**src/rtl/i2cm_pkg.sv**
```systemverilog
// ----------------------------------------------------------------------------
// I2C master bit engine package
// Shared types, command codes, reset values and a helper for the bit engine.
// ----------------------------------------------------------------------------
package i2cm_pkg;

    localparam int HoldWidth = 16;

    localparam logic [1:0] OpStart = 2'd0;
    localparam logic [1:0] OpStop  = 2'd1;
    localparam logic [1:0] OpWrite = 2'd2;
    localparam logic [1:0] OpRead  = 2'd3;

    localparam logic       CfgLongHold  = 1'b0;
    localparam logic       CfgShortHold = 1'b1;

    localparam logic [HoldWidth-1:0] LongHoldReset  = HoldWidth'(500);
    localparam logic [HoldWidth-1:0] ShortHoldReset = HoldWidth'(200);

    localparam logic [3:0] BitsPerByte = 4'd8;

    typedef enum logic [12:0] {
        PH_IDLE  = 13'b0000000000001,
        PH_ST_A  = 13'b0000000000010,
        PH_ST_B  = 13'b0000000000100,
        PH_SP_A  = 13'b0000000001000,
        PH_SP_B  = 13'b0000000010000,
        PH_WR_LO = 13'b0000000100000,
        PH_WR_HI = 13'b0000001000000,
        PH_WA_LO = 13'b0000010000000,
        PH_WA_HI = 13'b0000100000000,
        PH_RD_HI = 13'b0001000000000,
        PH_RD_LO = 13'b0010000000000,
        PH_AK_LO = 13'b0100000000000,
        PH_AK_HI = 13'b1000000000000
    } t_phase;

    // One classified tick as the engine sees it.
    typedef struct packed {
        logic       is_start;
        logic       is_stop;
        logic       is_write;
        logic       is_read;
        logic [7:0] tx_byte;
        logic       send_nack;
        logic       sda_in;
    } t_item;

    // Line levels and status after one tick.
    typedef struct packed {
        logic       scl_out;
        logic       sda_out;
        logic       sda_drive;
        logic       busy_res;
        logic       done_res;
        logic [7:0] rx_byte;
        logic       ack_received;
    } t_res;

    // A hold count of zero behaves as a single tick.
    function automatic logic [HoldWidth-1:0] hold_of(input logic [HoldWidth-1:0] value);
        hold_of = (value == '0) ? HoldWidth'(1) : value;
    endfunction

endpackage

```
**src/rtl/i2c_master_bit_engine_core.sv**
```systemverilog
// A pushed tick is registered in the input queue, then its result in the result queue.
// Throughput: one tick per cycle while pop keeps up; the engine advances only on executed ticks.
// Two-entry queues sit at the input and the output, so either side may stall alone.
// Reset (synchronous, active low) empties both queues, restores the hold
// registers to 500 and 200 ticks and returns the engine to idle with SCL, SDA high.
// ----------------------------------------------------------------------------
// I2C master bit engine top level
// Input queue with command decode, phase sequencer and result queue.
// ----------------------------------------------------------------------------
module i2c_master_bit_engine_core (
    input  logic                           i_clk,
    input  logic                           i_rst_n,
    input  logic                           i_cfg_we,
    input  logic                           i_cfg_idx,
    input  logic [i2cm_pkg::HoldWidth-1:0] i_cfg_wdata,
    input  logic                           push,
    output logic                           full,
    input  logic                           i_cmd_valid,
    input  logic [1:0]                     i_op,
    input  logic [7:0]                     i_tx_byte,
    input  logic                           i_send_nack,
    input  logic                           i_sda_in,
    output logic                           empty,
    input  logic                           pop,
    output logic                           o_scl_out,
    output logic                           o_sda_out,
    output logic                           o_sda_drive,
    output logic                           o_busy_res,
    output logic                           o_done_res,
    output logic [7:0]                     o_rx_byte,
    output logic                           o_ack_received
);

    i2cm_pkg::t_item w_item;
    i2cm_pkg::t_res  w_eng_res;
    i2cm_pkg::t_res  w_out_res;
    logic            w_item_valid;
    logic            w_res_full;
    logic            w_fire;

    // A tick is executed when one is queued and the result queue has room.
    assign w_fire = w_item_valid && !w_res_full;

    i2cm_front u_front (
        .i_clk        (i_clk),
        .i_rst_n      (i_rst_n),
        .push         (push),
        .full         (full),
        .i_cmd_valid  (i_cmd_valid),
        .i_op         (i_op),
        .i_tx_byte    (i_tx_byte),
        .i_send_nack  (i_send_nack),
        .i_sda_in     (i_sda_in),
        .o_item_valid (w_item_valid),
        .o_item       (w_item),
        .i_item_take  (w_fire)
    );

    i2cm_engine u_engine (
        .i_clk       (i_clk),
        .i_rst_n     (i_rst_n),
        .i_cfg_we    (i_cfg_we),
        .i_cfg_idx   (i_cfg_idx),
        .i_cfg_wdata (i_cfg_wdata),
        .i_fire      (w_fire),
        .i_item      (w_item),
        .o_res       (w_eng_res)
    );

    i2cm_resq u_resq (
        .i_clk   (i_clk),
        .i_rst_n (i_rst_n),
        .i_wr    (w_fire),
        .i_res   (w_eng_res),
        .o_full  (w_res_full),
        .empty   (empty),
        .pop     (pop),
        .o_res   (w_out_res)
    );

    assign o_scl_out      = w_out_res.scl_out;
    assign o_sda_out      = w_out_res.sda_out;
    assign o_sda_drive    = w_out_res.sda_drive;
    assign o_busy_res     = w_out_res.busy_res;
    assign o_done_res     = w_out_res.done_res;
    assign o_rx_byte      = w_out_res.rx_byte;
    assign o_ack_received = w_out_res.ack_received;

endmodule

```
**src/rtl/i2cm_front.sv**
```systemverilog
// ----------------------------------------------------------------------------
// I2C master bit engine front end
// Accepts ticks, decodes the command into one-hot class flags (all clear without a command) and queues them.
// ----------------------------------------------------------------------------
module i2cm_front (
    input  logic              i_clk,
    input  logic              i_rst_n,
    input  logic              push,
    output logic              full,
    input  logic              i_cmd_valid,
    input  logic [1:0]        i_op,
    input  logic [7:0]        i_tx_byte,
    input  logic              i_send_nack,
    input  logic              i_sda_in,
    output logic              o_item_valid,
    output i2cm_pkg::t_item   o_item,
    input  logic              i_item_take
);

    i2cm_pkg::t_item r_mem [2];
    i2cm_pkg::t_item w_item;
    logic            r_wptr, n_wptr;
    logic            r_rptr, n_rptr;
    logic [1:0]      r_cnt, n_cnt;
    logic            w_wr;
    logic            w_rd;

    always_comb begin
        w_item.is_start  = i_cmd_valid && (i_op == i2cm_pkg::OpStart);
        w_item.is_stop   = i_cmd_valid && (i_op == i2cm_pkg::OpStop);
        w_item.is_write  = i_cmd_valid && (i_op == i2cm_pkg::OpWrite);
        w_item.is_read   = i_cmd_valid && (i_op == i2cm_pkg::OpRead);
        w_item.tx_byte   = i_tx_byte;
        w_item.send_nack = i_send_nack;
        w_item.sda_in    = i_sda_in;
    end

    assign full         = (r_cnt == 2'd2);
    assign o_item_valid = (r_cnt != 2'd0);
    assign o_item       = r_mem[r_rptr];
    assign w_wr         = push && !full;
    assign w_rd         = i_item_take && o_item_valid;

    always_comb begin
        n_wptr = w_wr ? !r_wptr : r_wptr;
        n_rptr = w_rd ? !r_rptr : r_rptr;
        n_cnt  = r_cnt + 2'(w_wr) - 2'(w_rd);
    end

    always_ff @(posedge i_clk) begin
        if (!i_rst_n) begin
            r_wptr <= 1'b0;
            r_rptr <= 1'b0;
            r_cnt  <= 2'd0;
        end else begin
            r_wptr <= n_wptr;
            r_rptr <= n_rptr;
            r_cnt  <= n_cnt;
        end
    end

    always_ff @(posedge i_clk) begin
        if (w_wr) begin
            r_mem[r_wptr] <= w_item;
        end
    end

endmodule

```
**src/rtl/i2cm_engine.sv**
```systemverilog
// ----------------------------------------------------------------------------
// I2C master bit engine core sequencer
// Runs the phase sequence of start, stop, write and read, stepping once per executed tick.
// ----------------------------------------------------------------------------
module i2cm_engine (
    input  logic                              i_clk,
    input  logic                              i_rst_n,
    input  logic                              i_cfg_we,
    input  logic                              i_cfg_idx,
    input  logic [i2cm_pkg::HoldWidth-1:0]    i_cfg_wdata,
    input  logic                              i_fire,
    input  i2cm_pkg::t_item                   i_item,
    output i2cm_pkg::t_res                    o_res
);

    logic [i2cm_pkg::HoldWidth-1:0] r_long_hold;
    logic [i2cm_pkg::HoldWidth-1:0] r_short_hold;
    logic [i2cm_pkg::HoldWidth-1:0] w_long;
    logic [i2cm_pkg::HoldWidth-1:0] w_short;
    logic [i2cm_pkg::HoldWidth-1:0] w_dec;

    i2cm_pkg::t_phase               r_phase, n_phase;
    logic [7:0]                     r_shift, n_shift;
    logic [3:0]                     r_bit_cnt, n_bit_cnt;
    logic [i2cm_pkg::HoldWidth-1:0] r_hold, n_hold;
    logic                           r_scl, n_scl;
    logic                           r_sda, n_sda;
    logic                           r_en, n_en;
    logic                           r_nack, n_nack;
    logic                           r_ack, n_ack;
    logic [7:0]                     r_rx, n_rx;
    logic                           n_done;

    assign w_long  = i2cm_pkg::hold_of(r_long_hold);
    assign w_short = i2cm_pkg::hold_of(r_short_hold);
    assign w_dec   = (r_hold != '0) ? r_hold - i2cm_pkg::HoldWidth'(1) : '0;

    always_comb begin
        n_phase   = r_phase;
        n_shift   = r_shift;
        n_bit_cnt = r_bit_cnt;
        n_hold    = r_hold;
        n_scl     = r_scl;
        n_sda     = r_sda;
        n_en      = r_en;
        n_nack    = r_nack;
        n_ack     = r_ack;
        n_rx      = r_rx;
        n_done    = 1'b0;

        if (r_phase == i2cm_pkg::PH_IDLE) begin
            if (i_item.is_start) begin
                n_en = 1'b1; n_sda = 1'b1; n_scl = 1'b1;
                n_phase = i2cm_pkg::PH_ST_A; n_hold = w_long;
            end else if (i_item.is_stop) begin
                n_en = 1'b1; n_sda = 1'b0; n_scl = 1'b1;
                n_phase = i2cm_pkg::PH_SP_A; n_hold = w_long;
            end else if (i_item.is_write) begin
                n_shift = i_item.tx_byte;
                n_bit_cnt = 4'd0;
                n_en = 1'b1; n_scl = 1'b0; n_sda = i_item.tx_byte[7];
                n_phase = i2cm_pkg::PH_WR_LO; n_hold = w_short;
            end else if (i_item.is_read) begin
                n_shift = 8'd0;
                n_bit_cnt = 4'd0;
                n_nack = i_item.send_nack;
                n_en = 1'b0; n_scl = 1'b1;
                n_phase = i2cm_pkg::PH_RD_HI; n_hold = w_short;
            end
        end else begin
            n_hold = w_dec;
            if (w_dec == '0) begin
                unique case (r_phase)
                    i2cm_pkg::PH_ST_A: begin
                        n_sda = 1'b0; n_phase = i2cm_pkg::PH_ST_B; n_hold = w_long;
                    end
                    i2cm_pkg::PH_ST_B: begin
                        n_scl = 1'b0; n_phase = i2cm_pkg::PH_IDLE; n_done = 1'b1;
                    end
                    i2cm_pkg::PH_SP_A: begin
                        n_sda = 1'b1; n_phase = i2cm_pkg::PH_SP_B; n_hold = w_long;
                    end
                    i2cm_pkg::PH_SP_B: begin
                        n_phase = i2cm_pkg::PH_IDLE; n_done = 1'b1;
                    end
                    i2cm_pkg::PH_WR_LO: begin
                        n_scl = 1'b1; n_phase = i2cm_pkg::PH_WR_HI; n_hold = w_short;
                    end
                    i2cm_pkg::PH_WR_HI: begin
                        n_scl     = 1'b0;
                        n_shift   = {r_shift[6:0], 1'b0};
                        n_bit_cnt = r_bit_cnt + 4'd1;
                        n_hold    = w_short;
                        if (n_bit_cnt >= i2cm_pkg::BitsPerByte) begin
                            n_en    = 1'b0;
                            n_phase = i2cm_pkg::PH_WA_LO;
                        end else begin
                            n_sda   = r_shift[6];
                            n_phase = i2cm_pkg::PH_WR_LO;
                        end
                    end
                    i2cm_pkg::PH_WA_LO: begin
                        n_scl = 1'b1; n_phase = i2cm_pkg::PH_WA_HI; n_hold = w_long;
                    end
                    i2cm_pkg::PH_WA_HI: begin
                        // A low SDA at the end of the acknowledge clock, after the eight data bits, is the slave's ACK.
                        n_ack = !i_item.sda_in;
                        n_scl = 1'b0; n_en = 1'b1;
                        n_phase = i2cm_pkg::PH_IDLE; n_done = 1'b1;
                    end
                    i2cm_pkg::PH_RD_HI: begin
                        n_shift = {r_shift[6:0], i_item.sda_in};
                        n_scl = 1'b0; n_phase = i2cm_pkg::PH_RD_LO; n_hold = w_short;
                    end
                    i2cm_pkg::PH_RD_LO: begin
                        n_bit_cnt = r_bit_cnt + 4'd1;
                        if (n_bit_cnt >= i2cm_pkg::BitsPerByte) begin
                            n_en = 1'b1; n_sda = r_nack;
                            n_phase = i2cm_pkg::PH_AK_LO; n_hold = w_long;
                        end else begin
                            n_scl = 1'b1;
                            n_phase = i2cm_pkg::PH_RD_HI; n_hold = w_short;
                        end
                    end
                    i2cm_pkg::PH_AK_LO: begin
                        n_scl = 1'b1; n_phase = i2cm_pkg::PH_AK_HI; n_hold = w_long;
                    end
                    i2cm_pkg::PH_AK_HI: begin
                        n_scl = 1'b0; n_rx = r_shift;
                        n_phase = i2cm_pkg::PH_IDLE; n_done = 1'b1;
                    end
                    default: begin
                        n_phase = i2cm_pkg::PH_IDLE;
                    end
                endcase
            end
        end
    end

    always_comb begin
        o_res.scl_out      = n_scl;
        o_res.sda_out      = n_sda;
        o_res.sda_drive    = n_en;
        o_res.busy_res     = (n_phase != i2cm_pkg::PH_IDLE);
        o_res.done_res     = n_done;
        o_res.rx_byte      = n_rx;
        o_res.ack_received = n_ack;
    end

    always_ff @(posedge i_clk) begin
        if (!i_rst_n) begin
            r_long_hold  <= i2cm_pkg::LongHoldReset;
            r_short_hold <= i2cm_pkg::ShortHoldReset;
        end else if (i_cfg_we) begin
            if (i_cfg_idx == i2cm_pkg::CfgLongHold) begin
                r_long_hold <= i_cfg_wdata;
            end else begin
                r_short_hold <= i_cfg_wdata;
            end
        end
    end

    always_ff @(posedge i_clk) begin
        if (!i_rst_n) begin
            r_phase   <= i2cm_pkg::PH_IDLE;
            r_shift   <= 8'd0;
            r_bit_cnt <= 4'd0;
            r_hold    <= '0;
            r_scl     <= 1'b1;
            r_sda     <= 1'b1;
            r_en      <= 1'b1;
            r_nack    <= 1'b0;
            r_ack     <= 1'b0;
            r_rx      <= 8'd0;
        end else if (i_fire) begin
            r_phase   <= n_phase;
            r_shift   <= n_shift;
            r_bit_cnt <= n_bit_cnt;
            r_hold    <= n_hold;
            r_scl     <= n_scl;
            r_sda     <= n_sda;
            r_en      <= n_en;
            r_nack    <= n_nack;
            r_ack     <= n_ack;
            r_rx      <= n_rx;
        end
    end

endmodule

```
**src/rtl/i2cm_resq.sv**
```systemverilog
// ----------------------------------------------------------------------------
// I2C master bit engine result queue
// Two-entry queue that holds tick results until the consumer takes them.
// ----------------------------------------------------------------------------
module i2cm_resq (
    input  logic            i_clk,
    input  logic            i_rst_n,
    input  logic            i_wr,
    input  i2cm_pkg::t_res  i_res,
    output logic            o_full,
    output logic            empty,
    input  logic            pop,
    output i2cm_pkg::t_res  o_res
);

    i2cm_pkg::t_res r_mem [2];
    logic           r_wptr, n_wptr;
    logic           r_rptr, n_rptr;
    logic [1:0]     r_cnt, n_cnt;
    logic           w_rd;

    assign o_full = (r_cnt == 2'd2);
    assign empty  = (r_cnt == 2'd0);
    assign o_res  = r_mem[r_rptr];
    assign w_rd   = pop && !empty;

    always_comb begin
        n_wptr = i_wr ? !r_wptr : r_wptr;
        n_rptr = w_rd ? !r_rptr : r_rptr;
        n_cnt  = r_cnt + 2'(i_wr) - 2'(w_rd);
    end

    always_ff @(posedge i_clk) begin
        if (!i_rst_n) begin
            r_wptr <= 1'b0;
            r_rptr <= 1'b0;
            r_cnt  <= 2'd0;
        end else begin
            r_wptr <= n_wptr;
            r_rptr <= n_rptr;
            r_cnt  <= n_cnt;
        end
    end

    always_ff @(posedge i_clk) begin
        if (i_wr) begin
            r_mem[r_wptr] <= i_res;
        end
    end

endmodule

```
**config.mk**
```make
export PLATFORM = sky130hd
export DESIGN_NAME = i2c_master_bit_engine_core
export DESIGN_NICKNAME = d
export VERILOG_FILES = /design/src/rtl/i2cm_pkg.sv /design/src/rtl/i2c_master_bit_engine_core.sv /design/src/rtl/i2cm_front.sv /design/src/rtl/i2cm_engine.sv /design/src/rtl/i2cm_resq.sv
export SDC_FILE = /design/constraint.sdc
export NUM_CORES = 1
export LEC_CHECK = 0
export BUFFER_PORTS_ARGS = -buffer_cell sky130_fd_sc_hd__buf_2
export CAP_MARGIN = 25
export CORE_MARGIN = 2
export CORE_UTILIZATION = 37
export CTS_CLUSTER_SIZE = 14
export DETAILED_ROUTE_END_ITERATION = 16
export GPL_TIMING_DRIVEN = 1
export PLACE_DENSITY_LB_ADDON = 0.12
export REMOVE_ABC_BUFFERS = 1
export SYNTH_ARGS = -nofsm -noshare
export SYNTH_HDL_FRONTEND = slang
export SYNTH_SLANG_ARGS = --single-unit
```
**constraint.sdc**
```tcl
create_clock -name i_clk -period 3 [get_ports i_clk]
set_input_delay 0.3 -clock i_clk [delete_from_list [all_inputs] [get_ports i_clk]]
set_output_delay 0.3 -clock i_clk [all_outputs]
set_load 0.02 [all_outputs]
```
==> run_results.csv, run 1 <==
group,metric,value,unit
synthesis,synth_compound_area_share,14.8,%
route,drtIter0Drc,595,
clock_tree,h-tree-depth,4,
clock_tree,cts_tree,"built",
route,wl_per_cell,17.8,microns
global_route,globalRouteOverflowTotal,0,
synthesis,avgSynthCellArea,9.27,sq um
clock_tree,numClockSinks,152,
synthesis,syn_inst,843,
floorplan,ios,51,
finish,drive_above_1_share,23.4,%
finish,syn_to_final_growth,21.6,%
synthesis,ys_types,67,
synthesis,ys_warn_count,0,
global_route,antenna_found_initial,0,
status,status,"complete, no violations",
power_and_ir_drop,power_density,1010,nW/um^2
job,drv_cap,0,
clock_tree,clock_path_buffers,2,
timing,finalClockSkew,0.0155,ns
worst_setup_path,worst_ep_required_time,3.18,ns
clock_tree,postCtsHoldBufs,0,
finish,layout.nets,969,
route,viasPerCell,5.46,
place,dpl_worst_slack,-0.196,ns
worst_setup_path,crit_path_start_kind,"flip-flop",
floorplan,die_area,22300,sq um
floorplan,die_y,149,microns
route,vias,6641,
clock_tree,clock_latency,0.44,ns
timing,drv_slew,0,
hold_path,holdCritPathClass,"in2reg",
power_and_ir_drop,power_leakage,3.64,nW
global_route,grt_pass1_wl,34800,microns
synthesis,synthAdderAreaFrac,0.961,%
synthesis,yosys.area_share.simple,23.5,%
worst_setup_path,crit_type,"reg2reg",
floorplan,core,20900,sq um
route,ant_nets,0,
timing,hold_viol,0,
place,hpwl,15900,microns
timing,tightest_slew,1.03,ns
synthesis,synth-xor-area-share,2.13,%
floorplan,fp-row-count,53,
global_route,grt_pass1_vias,6493,
floorplan,die_width,149,microns
power_and_ir_drop,power,0.00958,W
synthesis,ys.flop_type,"dfxtp_1",
route,wirelength,21600,microns
timing,max_freq,339,MHz
global_route,grt_max_degree,45,
synthesis,synth_area,7810,sq um
synthesis,synth_mux_area_share,8.89,%
clock_tree,clk_pin_slew,0.07,ns
place,gp_congestion,0.919,
route,dr.pass1.iters,5,
global_route,track_usage,19.9,%
timing,fin_ws,0.0519,ns
clock_tree,cts_made_buffers,17,
timing,setup_violations,0,
synthesis,synth_edf_count,56,
timing,rsz0062_at_grt,"true",
finish,n_antenna_cell,0,
clock_tree,clock-root-buffer,"clkbuf_16",
timing,slew-limit-headroom,31.7,%
synthesis,synth_top_family_by_area,"simple AND/OR/NAND/NOR gates",
worst_setup_path,path_max_fanout,8,
timing,finalCritPeriodShare,98.3,%
synthesis,synth-seq-cells,152,
floorplan,initial_utilization,37.4,%
place,place.port_buffers,50,
timing,fin_crit,2.95,ns
timing,tns,0,ns
synthesis,ys_seq_area_share,46.1,%
power_and_ir_drop,vdd_drop_max,0.548,mV
worst_setup_path,critPathCaptureType,"flip-flop",
worst_setup_path,arrival,3.13,ns
synthesis,async_flop_share,0,%
route,drc_errors,0,
==> layout by cell type (no fill, tap or decap), types with 10 or more instances in the layout <==
master	instances
nand4_1	23
buf_2	50
nor2b_1	13
nor3_1	17
a22o_1	16
a21oi_1	18
buf_4	72
xnor2_1	12
o211ai_1	16
edfxtp_1	56
nand3_1	22
o21ai_0	18
inv_1	12
dfxtp_1	93
mux2_2	25
and2_1	16
nor4_1	22
mux2i_1	38
o31ai_1	10
nand2_1	163
a21boi_0	27
clkbuf_16	17
nor2_1	42
==> cells by family (layout without fill, tap and decap cells) <==
kind of cell / count (synthesis) / after routing
xor gates and xnor gates: 19 / 19
muxes: 66 / 66
adders and majority gates: 6 / 6
AOI/OAI and AO/OA: 158 / 158
and+or+nand+nor: 370 / 370
DFF: 152 / 152
buffers and inverters: 72 / 170
==> layer usage <==
metal	wire, microns	up-vias	GRT usage (%)
met4	544	0	7.67
met5	0	-	0
li1	-	3261	-
met3	873	45	3.46
met1	10200	3141	27.0
met2	9990	194	31.9
==> critical path, cell delays in order (launching register included) <==
cell and delay, ns:
dfxtp_2 0.34, or4_4 0.56, o41a_1 0.43, a311oi_2 0.28
o211ai_4 0.16, or2_4 0.31, nor2_4 0.23, mux2_2 0.38
==> through the flow <==
stage / instance area (sq um) / util, % / hold slack [ns] / std cells
after floorplan: 7570 / - / 0.372 / 783
after global placement: 8770 / 42.0 / 0.446 / 1182
after detailed placement: 8770 / 42.0 / 0.451 / 1182
after CTS: 9370 / 44.9 / 0.0374 / 1214
after global routing: 9500 / 45.5 / 0.0371 / 1216
final: 9500 / 45.5 / 0.0495 / 1216
==> registers in the layout (all words and copies together), names as in the netlist, 2 cells and up, named ones only <==
| name | count |
|---|---|
| u_engine.r_bit_cnt | 4 |
| u_engine.r_hold | 16 |
| u_engine.r_long_hold | 16 |
| u_engine.r_phase | 13 |
| u_engine.r_rx | 8 |
| u_engine.r_shift | 8 |
| u_engine.r_short_hold | 16 |
| u_front.r_cnt | 2 |
| u_front.r_mem | 28 |
| u_resq.r_cnt | 2 |
| u_resq.r_mem | 28 |
==> power by group <==
group	internal (W)	switching, W	total, W
clock network	0.00111	0.000991	0.00210
registers	0.00258	0.000276	0.00286
logic	0.00191	0.00272	0.00463
total	0.00559	0.00399	0.00958
==> synth_stat cells (all sizes together), types with 4 or more instances <==
cell type	instances	area, sq um
nor4	23	150
o31ai	10	75.1
and3	4	25.0
inv	12	45.0
and2	17	106
o211ai	17	133
or3	4	25.0
a21boi	27	203
a31oi	7	43.8
or4	8	60.1
a221oi	5	43.8
nor4b	4	35.0
nand4	23	144
xnor2	13	114
nor2b	13	81.3
nand3	23	115
nand2	163	612
a22o	16	140
dfxtp	96	1920
nor2	45	176
o21a	7	52.6
a41o	4	40.0
mux2	27	304
ha	6	75.1
edfxtp	56	1680
buf	9	45.0
nor3	20	121
mux2i	39	390
o21ai	18	90.1
xor2	6	52.6
nand4b	4	35.0
a21oi	20	100
a211oi	6	45.0
clkbuf	51	193
==> path summary, 6_finish.rpt <==
check,from,endpoint,slack [ns],cells past startpoint
min,i_tx_byte[7],u_front.r_mem[1][9]$_DFFE_PP_,0.05,1
min reg2reg,u_engine.r_rx[7]$_SDFFE_PN0P_,u_engine.r_rx[7]$_SDFFE_PN0P_,0.46,2
max reg2reg,u_engine.r_hold[1]$_SDFFE_PN0P_,u_resq.r_mem[0][7]$_DFFE_PP_,0.05,7
max,u_engine.r_hold[1]$_SDFFE_PN0P_,u_resq.r_mem[0][7]$_DFFE_PP_,0.05,7
==> timing repair <==
| item | CTS | global route |
|---|---|---|
| pin swaps | 1 | 15 |
| cloned | 0 | 0 |
| hold endpoints to repair | 0 | 0 |
| setup endpoints to repair | 48 | 53 |
| gates resized for setup | 6 | 24 |
| setup buffers | 0 | 2 |
==> final cells by class <==
class	count	area [sq um]
inverters	12	45.0
fillers	1995	11400
flip-flops and latches	152	3610
multi-input cells	619	4070
repair buffers	126	862
well taps	275	344
clock inverters	15	151
clock buffers	17	425
Power figures use the tool's default switching activity.
==> inputs of run 2 (changes only) <==
CORE_ASPECT_RATIO = 1.25   (was not set)
==> run 2 against run 1 <==
- routed wire length grew 1.1%
- worst setup slack better by 0.022 ns
- die area about the same
- register-to-register slack gained 0.02 ns
- global-route usage down 0.089 points
- final area increased by 0.59%
- hold slack better by 0.0091 ns
- sequential share of layout area down 0.24 points
- non-clock buffer count rose by 10
- first-iteration DRC count down 33%
- maximum frequency rose by 0.74%
- largest cell class unchanged
==> run_results.csv, run 2 (synthesized netlist as in run 1, its figures left out) <==
group,metric,value,unit
finish,syn_to_final_growth,22.3,%
worst_setup_path,crit_path_start_kind,"flip-flop",
clock_tree,cts_tree,"built",
timing,max_freq,342,MHz
floorplan,initial_utilization,37.7,%
clock_tree,clock_path_buffers,2,
route,drtIter0Drc,401,
worst_setup_path,cp_top_family,"simple AND/OR/NAND/NOR gates",
worst_setup_path,arrival,3.09,ns
clock_tree,h-tree-depth,4,
power_and_ir_drop,vdd_drop_max,0.539,mV
finish,drive_above_1_share,23.4,%
worst_setup_path,r2r_cells,10,
place,gp_congestion,0.908,
hold_path,holdCritPathClass,"in2reg",
route,wl_per_cell,17.9,microns
route,drc_errors,0,
floorplan,ios,51,
route,wirelength,21900,microns
clock_tree,cts_made_buffers,17,
finish,layout.nets,979,
clock_tree,postCtsHoldBufs,0,
hold_path,whs_path_depth,1,
power_and_ir_drop,power_leakage,3.67,nW
worst_setup_path,slowest_delay,0.57,ns
finish,reg_top3,"u_front.r_mem: 28 flops, u_resq.r_mem: 28 flops",
job,drv_cap,0,
timing,hold_viol,0,
worst_setup_path,worst_ep_required_time,3.16,ns
clock_tree,clk_pin_slew,0.07,ns
clock_tree,clock-root-buffer,"clkbuf_16",
global_route,grt_pass1_vias,6640,
route,ant_nets,0,
finish,layout_commonest_cell,"nand2_1",
global_route,grt_pass1_wl,34800,microns
timing,finalCritPeriodShare,97.6,%
finish,n_antenna_cell,0,
place,placed_area,8840,sq um
timing,slew-limit-headroom,48.7,%
finish,final_cell_mix,"nand2_1 (163), dfxtp_1 (94), buf_4 (80), edfxtp_1 (56), buf_2 (50)",
worst_setup_path,critPathCaptureType,"flip-flop",
global_route,antenna_found_initial,0,
place,place.port_buffers,50,
floorplan,die_area,22300,sq um
route,dr.pass1.iters,5,
power_and_ir_drop,power_density,993,nW/um^2
timing,tightest_slew,0.769,ns
global_route,globalRouteOverflowTotal,0,
worst_setup_path,crit_type,"reg2reg",
worst_setup_path,critical_path_buf_inv_count,2,
global_route,grt_max_degree,35,
global_route,track_usage,19.9,%
power_and_ir_drop,power,0.00949,W
timing,drv_slew,0,
worst_setup_path,crit_chain,"inv_1, ha_2, buf_4, or3b_2, xnor2_1, nor2_1, a41oi_4, or4_4, a221oi_4, a31oi_2",
clock_tree,numClockSinks,152,
floorplan,fp-row-count,59,
timing,fin_crit,2.93,ns
timing,finalClockSkew,0.00960,ns
worst_setup_path,cp.depth,10,
route,viasPerCell,5.54,
place,hpwl,16300,microns
timing,setup_violations,0,
status,status,"complete, no violations",
finish,postLayoutCellArea,9560,sq um
floorplan,die_y,166,microns
clock_tree,clock_latency,0.43,ns
floorplan,die_width,134,microns
floorplan,core,20700,sq um
route,vias,6785,
worst_setup_path,crit_slowest_cell,"or4_4",
worst_setup_path,path_max_fanout,5,
==> run 2: timing repair <==
action / CTS / global route
gates resized for setup: 5 / 19
endpoints found under the setup margin: 80 / 44
setup buffers: 1 / 3
pin swaps: 2 / 10
==> run 2: layer usage <==
metal / up-vias / track usage (%) / share of wire (%) / routed length [microns]
li1: 3275 / - / - / -
met1: 3237 / 22.3 / 40 / 8660
met2: 223 / 36.8 / 53 / 11600
met3: 50 / 3.23 / 4.1 / 897
met4: 0 / 8.28 / 3.1 / 689
met5: - / 0 / 0 / 0
==> run 2: final timing paths <==
| path | from | endpoint | slack (ns) |
|---|---|---|---|
| max | u_engine.r_hold[0]$_SDFFE_PN0P_ | u_resq.r_mem[0][11]$_DFFE_PP_ | 0.07 |
| min | i_tx_byte[2] | u_front.r_mem[0][4]$_DFFE_PP_ | 0.06 |
| max reg2reg | u_engine.r_hold[0]$_SDFFE_PN0P_ | u_resq.r_mem[0][11]$_DFFE_PP_ | 0.07 |
| min reg2reg | u_engine.r_rx[2]$_SDFFE_PN0P_ | u_engine.r_rx[2]$_SDFFE_PN0P_ | 0.46 |
==> run 2: where the power goes <==
group | total (W) | internal (W) | switching, W
Clock | 0.00204 | 0.00111 | 0.000926
Sequential | 0.00281 | 0.00258 | 0.000231
Combinational | 0.00464 | 0.00193 | 0.00272
==> run 2: cell type report <==
| cell class | count | area [sq um] |
|---|---|---|
| Clock buffer | 20 | 447 |
| Fill cell | 1956 | 11200 |
| Timing Repair Buffer | 136 | 962 |
| Tap cell | 274 | 343 |
| Multi-Input combinational cell | 619 | 4050 |
| Inverter | 12 | 45.0 |
| Sequential cell | 152 | 3610 |
| Clock inverter | 12 | 109 |
==> run 2: stage by stage <==
stage | hold WS, ns | setup slack (ns) | setup TNS, ns | util (%) | std cells
after global placement | 0.445 | -0.183 | -3.73 | 42.6 | 1189
after global routing | 0.0515 | -0.0302 | -0.208 | 46.1 | 1225
after floorplan | 0.372 | -0.319 | -10.47 | - | 783
final | 0.0585 | 0.0734 | 0 | 46.1 | 1225
after detailed placement | 0.447 | -0.306 | -7.68 | 42.6 | 1189
after CTS | 0.0401 | 0.00576 | 0 | 45.4 | 1222
==> inputs of run 3 (changes only) <==
GPL_ROUTABILITY_DRIVEN = 0   (was not set)
SETUP_SLACK_MARGIN = 0.2   (was not set)
==> run 3 against run 2 <==
- via count hardly changed
- maximum frequency down 3.7%
- die area did not move
- flip-flop and latch count did not move
- sequential share of layout area is 1.5 points lower
- the run now ends with negative setup slack left
- sequential power about the same
- cell count is 1.2% higher
- global-route usage decreased by 0.11 points
- clock skew up 0.0012 ns
- total power grew 5.9%
- count of clock-buffer cells in the layout decreased by 1
- largest power group unchanged
==> run_results.csv, run 3 (synthesized netlist as in run 1, its figures left out) <==
group,metric,value,unit
status,status,"finished with violations",
status,violations,"negative setup slack",
floorplan,ios,51,
clock_tree,clk_pin_slew,0.07,ns
clock_tree,clock_latency,0.44,ns
power_and_ir_drop,power_density,1010,nW/um^2
finish,syn_to_final_growth,27.6,%
finish,postLayoutCellArea,9970,sq um
finish,layout_commonest_cell,"nand2_1",
global_route,globalRouteOverflowTotal,0,
floorplan,die_y,166,microns
floorplan,die_width,134,microns
worst_setup_path,cpMostUsedCell,"or4_4",
worst_setup_path,crit_slowest_cell,"or4_4",
finish,drive_above_1_share,28.2,%
worst_setup_path,crit_type,"reg2reg",
finish,seqCellArea,3610,sq um
worst_setup_path,critical_path_buf_inv_count,0,
timing,fin_ws,-0.0406,ns
finish,reg_top3,"u_front.r_mem: 28 flops, u_resq.r_mem: 28 flops",
timing,hold_viol,0,
clock_tree,numClockSinks,152,
route,viasPerCell,5.48,
floorplan,fp-row-count,59,
timing,whs,0.0529,ns
timing,finalCritPeriodShare,101,%
route,vias,6789,
worst_setup_path,path_max_fanout,5,
timing,slew-limit-headroom,35.4,%
worst_setup_path,cp_top_family,"compound AO/OA/AOI/OAI gates",
place,place.port_buffers,50,
global_route,antenna_found_initial,0,
floorplan,core,20700,sq um
route,dr.pass1.iters,5,
clock_tree,clock_path_buffers,2,
global_route,track_usage,19.7,%
worst_setup_path,worst_ep_required_time,3.16,ns
clock_tree,h-tree-depth,4,
finish,layout.nets,994,
hold_path,holdCritPathClass,"in2reg",
route,ant_nets,0,
timing,tns,-0.0898,ns
global_route,grt_pass1_wl,34800,microns
finish,n_antenna_cell,0,
job,drv_cap,0,
timing,finalClockSkew,0.0108,ns
place,hpwl,16000,microns
worst_setup_path,slowest_delay,0.56,ns
global_route,grt_pass1_vias,6752,
timing,fin_crit,3.04,ns
worst_setup_path,crit_chain,"or4_4, o41a_1, a311oi_2, o211ai_4, or4_4, a221oi_2, a31oi_1",
finish,multi_input_area,4260,sq um
worst_setup_path,arrival,3.20,ns
route,drc_errors,0,
route,wl_per_cell,17.7,microns
finish,final_cell_mix,"nand2_1 (159), dfxtp_1 (94), buf_4 (83), edfxtp_1 (56), buf_2 (50)",
route,drtIter0Drc,430,
worst_setup_path,critPathCaptureType,"flip-flop",
clock_tree,cts_made_buffers,17,
global_route,grt_max_degree,33,
floorplan,die_area,22300,sq um
timing,drv_slew,0,
clock_tree,cts_tree,"built",
route,wirelength,22000,microns
timing,tightest_slew,0.965,ns
floorplan,initial_utilization,37.7,%
clock_tree,postCtsHoldBufs,0,
timing,max_freq,329,MHz
power_and_ir_drop,vdd_drop_max,0.478,mV
timing,rsz0062_at_grt,"true",
timing,setup_violations,4,
place,placed_area,8810,sq um
clock_tree,clock-root-buffer,"clkbuf_16",
worst_setup_path,crit_path_start_kind,"flip-flop",
power_and_ir_drop,power_leakage,3.89,nW
finish,nFillCells,1961,
[run 3: per-stage QoR]
stage / setup WS, ns / power, W / utilization (%) / cells
2_1_floorplan: -0.319 / 0.00540 / - / 783
3_3_place_gp: -0.207 / 0.00719 / 42.5 / 1187
3_5_place_dp: -0.425 / 0.00726 / 42.5 / 1187
4_1_cts: 0.0323 / 0.00973 / 46.4 / 1229
5_1_grt: -0.111 / 0.0106 / 48.1 / 1240
6_report: -0.0406 / 0.0101 / 48.1 / 1240
[run 3: path summary, 6_finish.rpt]
path	slack, ns	end	depth (start not counted)	from
setup / recovery	-0.04	u_resq.r_mem[1][11]$_DFFE_PP_	7	u_engine.r_hold[0]$_SDFFE_PN0P_
hold / removal	0.05	u_front.r_mem[0][6]$_DFFE_PP_	1	i_tx_byte[4]
hold reg to reg	0.46	u_engine.r_rx[1]$_SDFFE_PN0P_	2	u_engine.r_rx[1]$_SDFFE_PN0P_
setup reg to reg	-0.04	u_resq.r_mem[1][11]$_DFFE_PP_	7	u_engine.r_hold[0]$_SDFFE_PN0P_
[run 3: final cells by class]
cell class              instances  share of cell area, %
multi-input cells             619                   42.8
inverters                      12                  0.452
flip-flops and latches        152                   36.2
well taps                     274                   3.44
clock buffers                  19                   4.56
clock inverters                13                   1.27
repair buffers                151                   11.3
[run 3: worst register-to-register path: stages (launching register included)]
cell and delay [ns]:
dfxtp_4 0.35, or4_4 0.56, o41a_1 0.45, a311oi_2 0.31, o211ai_4 0.17, or4_4 0.55, a221oi_2 0.29, a31oi_1 0.10
[run 3: where the power goes]
| part | switching [W] | internal, W | total [W] | leakage, nW |
|---|---|---|---|---|
| registers | 0.000258 | 0.00258 | 0.00284 | 1.31 |
| clock network | 0.000972 | 0.00115 | 0.00212 | 0.287 |
| logic | 0.00289 | 0.00220 | 0.00509 | 2.29 |
| total | 0.00412 | 0.00594 | 0.0101 | 3.89 |
[run 3: metal layers]
| metal | wire length, microns | share of wire (%) | up-vias | global-route usage (%) |
|---|---|---|---|---|
| li1 | - | - | 3298 | - |
| met1 | 8920 | 41 | 3236 | 22.2 |
| met2 | 11400 | 52 | 195 | 35.7 |
| met3 | 743 | 3.4 | 60 | 2.95 |
| met4 | 909 | 4.1 | 0 | 10.2 |
| met5 | 0 | 0 | - | 0 |
[run 3: timing repair]
action,4_1_cts,5_1_grt
buffers inserted,10,10
cloned,0,1
endpoints found under the setup margin,81,77
pin swaps,18,37
gates resized for setup,39,58
